<file path="src/sv/bvhms_pkg.sv">
package bvhms_pkg;

  localparam int MAX_PRIMS   = 1024;
  localparam int PRIM_AW     = 10;
  localparam int NODE_DEPTH  = 2048;
  localparam int NODE_AW     = 11;
  localparam int STACK_DEPTH = 128;
  localparam int STACK_AW    = 7;
  localparam int SP_W        = 8;
  localparam int CNT_W       = 11;

  localparam logic [CNT_W-1:0] PRIM_LIMIT = 11'd1024;
  localparam logic [CNT_W-1:0] NODE_LIMIT = 11'd2047;

  localparam logic [1:0] REQ_LOAD = 2'd0;
  localparam logic [1:0] REQ_NODE = 2'd1;
  localparam logic [1:0] REQ_PRIM = 2'd2;

  localparam logic [1:0] STAT_OK    = 2'd0;
  localparam logic [1:0] STAT_RANGE = 2'd1;
  localparam logic [1:0] STAT_FAIL  = 2'd2;

  localparam logic [10:0] LEAF_SIZE_RESET = 11'd4;

  typedef struct packed {
    logic [1:0]         req_type;
    logic [10:0]        read_index;
    logic               last_prim;
    logic signed [31:0] box_min_x;
    logic signed [31:0] box_min_y;
    logic signed [31:0] box_min_z;
    logic signed [31:0] box_max_x;
    logic signed [31:0] box_max_y;
    logic signed [31:0] box_max_z;
    logic signed [31:0] cent_x;
    logic signed [31:0] cent_y;
    logic signed [31:0] cent_z;
  } req_t;

  typedef struct packed {
    logic [9:0]         first_prim;
    logic [10:0]        prim_count;
    logic [10:0]        right_offset;
    logic signed [31:0] node_min_x;
    logic signed [31:0] node_min_y;
    logic signed [31:0] node_min_z;
    logic signed [31:0] node_max_x;
    logic signed [31:0] node_max_y;
    logic signed [31:0] node_max_z;
    logic [9:0]         prim_id;
    logic [10:0]        total_nodes;
    logic [1:0]         status;
  } res_t;

  // Box entries 0..2 are the minimum x/y/z, 3..5 the maximum.
  typedef struct packed {
    logic [2:0][31:0] cent;
    logic [5:0][31:0] box;
  } prim_rec_t;

  typedef struct packed {
    logic [9:0]       start;
    logic [10:0]      size;
    logic [5:0][31:0] box;
  } node_rec_t;

  typedef struct packed {
    logic [10:0] lo;
    logic [10:0] hi;
    logic [10:0] parent;
    logic        has_parent;
  } stk_rec_t;

  typedef enum logic [4:0] {
    S_IDLE, S_INIT, S_ROOT, S_POP, S_POPW, S_SA, S_SB, S_SC, S_NODE, S_PAR,
    S_AXIS, S_PA, S_PB, S_PC, S_PD, S_PE, S_SPLIT, S_PUSHR, S_PUSHL, S_RD, S_RDW
  } state_t;

  typedef enum logic [4:0] {
    OP_NONE, OP_ACCEPT, OP_INIT, OP_ROOT, OP_POP, OP_BEGIN, OP_SCAN_A,
    OP_SCAN_B, OP_SCAN_C, OP_NODE, OP_PAR, OP_AXIS, OP_PART_A, OP_PART_B,
    OP_PART_C, OP_NEXTK, OP_SWAP1, OP_SWAP2, OP_FIXMID, OP_PUSHR, OP_PUSHL,
    OP_FIN_OK, OP_FIN_FAIL, OP_RDADDR, OP_RDOUT
  } op_t;

  typedef struct packed {
    op_t op;
  } cmd_t;

  typedef struct packed {
    logic in_build;
    logic in_read;
    logic init_last;
    logic pop_empty;
    logic pop_bad;
    logic scan_last;
    logic need_par;
    logic is_leaf;
    logic go_left;
    logic push_fail;
  } sts_t;

endpackage

</file>
<file path="src/sv/bvhms_ctrl.sv">
module bvhms_ctrl (
  input  logic            clk,
  input  logic            rst,
  input  logic            start,
  input  bvhms_pkg::sts_t sts,
  output bvhms_pkg::cmd_t cmd,
  output logic            busy
);
  import bvhms_pkg::*;

  state_t state, state_next;

  always_ff @(posedge clk) begin
    if (rst) begin
      state <= S_IDLE;
    end else begin
      state <= state_next;
    end
  end

  always_comb begin
    state_next = state;
    case (state)
      S_IDLE: begin
        if (start && sts.in_build) state_next = S_INIT;
        else if (start && sts.in_read) state_next = S_RD;
      end
      S_INIT:  if (sts.init_last) state_next = S_ROOT;
      S_ROOT:  state_next = S_SA;
      S_POP:   state_next = sts.pop_empty ? S_IDLE : S_POPW;
      S_POPW:  state_next = sts.pop_bad ? S_IDLE : S_SA;
      S_SA:    state_next = S_SB;
      S_SB:    state_next = S_SC;
      S_SC:    state_next = sts.scan_last ? S_NODE : S_SA;
      S_NODE: begin
        if (sts.need_par) state_next = S_PAR;
        else state_next = sts.is_leaf ? S_POP : S_AXIS;
      end
      S_PAR:   state_next = sts.is_leaf ? S_POP : S_AXIS;
      S_AXIS:  state_next = S_PA;
      S_PA:    state_next = S_PB;
      S_PB:    state_next = S_PC;
      S_PC: begin
        if (sts.go_left) state_next = S_PD;
        else state_next = sts.scan_last ? S_SPLIT : S_PA;
      end
      S_PD:    state_next = S_PE;
      S_PE:    state_next = sts.scan_last ? S_SPLIT : S_PA;
      S_SPLIT: state_next = sts.push_fail ? S_IDLE : S_PUSHR;
      S_PUSHR: state_next = S_PUSHL;
      S_PUSHL: state_next = S_POP;
      S_RD:    state_next = S_RDW;
      S_RDW:   state_next = S_IDLE;
      default: state_next = S_IDLE;
    endcase
  end

  always_comb begin
    cmd.op = OP_NONE;
    case (state)
      S_IDLE:  if (start) cmd.op = OP_ACCEPT;
      S_INIT:  cmd.op = OP_INIT;
      S_ROOT:  cmd.op = OP_ROOT;
      S_POP:   cmd.op = sts.pop_empty ? OP_FIN_OK : OP_POP;
      S_POPW:  cmd.op = sts.pop_bad ? OP_FIN_FAIL : OP_BEGIN;
      S_SA:    cmd.op = OP_SCAN_A;
      S_SB:    cmd.op = OP_SCAN_B;
      S_SC:    cmd.op = OP_SCAN_C;
      S_NODE:  cmd.op = OP_NODE;
      S_PAR:   cmd.op = OP_PAR;
      S_AXIS:  cmd.op = OP_AXIS;
      S_PA:    cmd.op = OP_PART_A;
      S_PB:    cmd.op = OP_PART_B;
      S_PC: begin
        if (sts.go_left) cmd.op = OP_PART_C;
        else if (!sts.scan_last) cmd.op = OP_NEXTK;
      end
      S_PD:    cmd.op = OP_SWAP1;
      S_PE:    cmd.op = OP_SWAP2;
      S_SPLIT: cmd.op = sts.push_fail ? OP_FIN_FAIL : OP_FIXMID;
      S_PUSHR: cmd.op = OP_PUSHR;
      S_PUSHL: cmd.op = OP_PUSHL;
      S_RD:    cmd.op = OP_RDADDR;
      S_RDW:   cmd.op = OP_RDOUT;
      default: cmd.op = OP_NONE;
    endcase
  end

  assign busy = (state != S_IDLE);

endmodule

</file>
<file path="config.mk">
export PLATFORM = sky130hd
export DESIGN_NAME = bvhms_ctrl
export DESIGN_NICKNAME = d
export VERILOG_FILES = /design/src/sv/bvhms_pkg.sv /design/src/sv/bvhms_ctrl.sv
export SDC_FILE = /design/constraint.sdc
export NUM_CORES = 1
export LEC_CHECK = 0
export BUFFER_PORTS_ARGS = -buffer_cell sky130_fd_sc_hd__buf_2
export CAP_MARGIN = 10
export CORE_ASPECT_RATIO = 1.1
export CORE_MARGIN = 2
export CORE_UTILIZATION = 52
export DETAILED_ROUTE_END_ITERATION = 10
export MAX_ROUTING_LAYER = met4
export PLACE_DENSITY = 0.79
export SLEW_MARGIN = 20
export SYNTH_ARGS = -nofsm -noshare
export SYNTH_HDL_FRONTEND = slang
export SYNTH_SLANG_ARGS = --single-unit
</file>
<file path="constraint.sdc">
create_clock -name clk -period 3.9 [get_ports clk]
set_input_delay 0.78 -clock clk [delete_from_list [all_inputs] [get_ports clk]]
set_output_delay 0.78 -clock clk [all_outputs]
set_load 0.05 [all_outputs]
</file>
==> metrics <==
wire per inst=14.5 um; yosys synthesis warning count=0; CTS Root Cell=clkbuf_4; Final ANT Viol Nets=0; IO Port Bufs=18; Vias per Instance=6.49; routability cong.=0.928; clock sinks=5; Area Overhead vs Synth=7.49%; upper clock frequency limit=321 MHz; DP HPWL=1.60 mm; ant diodes=0; Final Critical Period=3.12 ns; multi-input logic area=596 um^2; Mean Syn Cell Area=6.63 um^2; DR pass1 iterations=4; core area=1400 um^2; Fin Hold WS=0.610 ns; number of flip-flops in the largest register=5; Die Ht=45.2 um; # H-tree levels=1; worst-path fanout max=22; drt first-iter violations=42; grt ovf=0; # fillers=138; leading cell types in the layout, fill and taps excluded=buf_2, a21oi_1, nand2_1; Worst-Skew Late Latency=0.24 ns; largest register by flop count=state; # rows=14; gr usage total=24.8%; Die ar.=1870 um^2; Worst EP arrival=2.34 ns; Mapped Cells=121; CP Capture Type=primary output; sequential area share after synthesis=12.5%; WHS Endpoint=state[4]; Cell variety after synth=44; Initial Utilization=57.2%; Setup crit start=state[2]; RSZ-0062 raised after global routing=false; final core utilization=61.5%; FF-to-FF End=state[0]; reg2reg start=state[2]; Max clock buf depth=2; Setup violations, final=0; Place WS=1.06 ns; hold_buf cts=0; hold depth=2; number of global-route vias before repair=837; top-level I/O count=19; Req. time, crit path=3.12 ns; largest net degree at the start of global routing=23; via count=961; ys flop type=dfxtp_1; Clock Pin Slew Worst Setup and Hold Paths=0.04 ns; max cap viols=0; global-route wire length before repair=3.55 mm; CTS tree=yes; share of layout cells above drive strength 1=23.5%; DR DRC count=0; Max VDD drop=0.575 mV; PostCTS Resize Cnt=0; Setup crit start kind=register; Post-synth EDFFs=0; fraction of registers with async set/reset=0%; initial antenna violation count=0; Max transition margin=46.1%; Slew @ Worst Pin=0.808 ns; most common cell after layout, fill and taps aside=buf_2; sequential standard cell area=100 um^2; Final WS setup=0.782 ns; Reg2Reg Depth=5; Die Span X=41.4 um; Final Max Slew Viols=0; slowest stage delay, CP=0.84 ns; postcts setup bufs=0; Yosys reg bits=5; Final Skew=0.00326 ns; syn nets=134; crit share post-route=80.0%; Fin. Hold Viols=0; P_leak=0.315 nW; setup_tns=0 ns; Top Registers=state x5; outcome=completed; wirelength, routed=2.15 mm; Crit-path slowest cell=dfxtp_1; Hold Path Class=register to register; WS Path Type=register to primary output; HP Start=state[0]; cells along the critical path=inv_1, or3_1, o21ai_0, a21oi_1, o221ai_1, buf_2; CTS buffer count=3; Syn Std Cell Area=802 um^2; fin nets=146; Pwr Density=898 nW/um^2; reg2reg setup slack=1.97 ns
[through the flow]
step                power (mW)  cell area [um^2]  cells
CTS                      0.770               862    148
global route             0.835               862    148
floorplan                0.618               802    121
detailed placement       0.708               836    144
finish                   0.774               862    148
global placement         0.702               836    144
[how the worst max path moves through the flow]
stage / end / slack [ns]
floorplan: cmd[0] / 1.21
global placement: cmd[2] / 1.17
detailed placement: cmd[2] / 1.06
CTS: cmd[2] / 0.79
global route: cmd[2] / 0.58
finish: cmd[2] / 0.78
[layout make-up]
| class | count | share of cell area, % |
|---|---|---|
| clock buffer | 4 | 3.05 |
| inverter | 6 | 2.61 |
| multi-input combinational | 98 | 69.1 |
| sequential | 5 | 11.6 |
| tap | 16 | 2.32 |
| timing repair buffer | 19 | 11.3 |
[routing by layer]
layer	vias up	track usage, %	part of all wire (%)
met5	-	-	0
met4	0	7.74	0.84
met3	2	5.20	9.6
met2	54	37.8	43
met1	422	32.9	46
li1	483	-	-
[critical path, delay by kind of cell (launching register included)]
kind,cells,cell delay (ns)
buffers and inverters,2,0.50
AND/OR/NAND/NOR,1,0.38
flip-flops,1,0.84
AO/OA/AOI/OAI,3,0.37
[where the power goes]
| group | total [mW] | switching [mW] | internal [mW] |
|---|---|---|---|
| Combinational | 0.568 | 0.385 | 0.183 |
| Clock | 0.0591 | 0.0204 | 0.0386 |
| Sequential | 0.147 | 0.0785 | 0.0683 |
| Total | 0.774 | 0.484 | 0.289 |
[cells in the mapped netlist, drive strengths merged, types with 3 or more instances]
master	n	area, um^2
a21oi	15	78.8
a31oi	5	31.3
buf	12	83.8
dfxtp	5	100
inv	6	22.5
nand2	11	43.8
nand2b	3	18.8
nand3	4	20.0
nor2	10	47.6
nor2b	3	26.3
nor3	4	20.0
o211ai	3	22.5
o21ai	13	65.1
[kinds of logic (layout without fill, tap and decap cells)]
group	after synthesis	count (layout)	synth area share (%)
compound gates	53	53	42.9
mux	2	2	2.65
flops	5	5	12.5
buf+inv	18	29	13.3
simple gates	43	43	28.7
(Power assumes the default switching activity.)
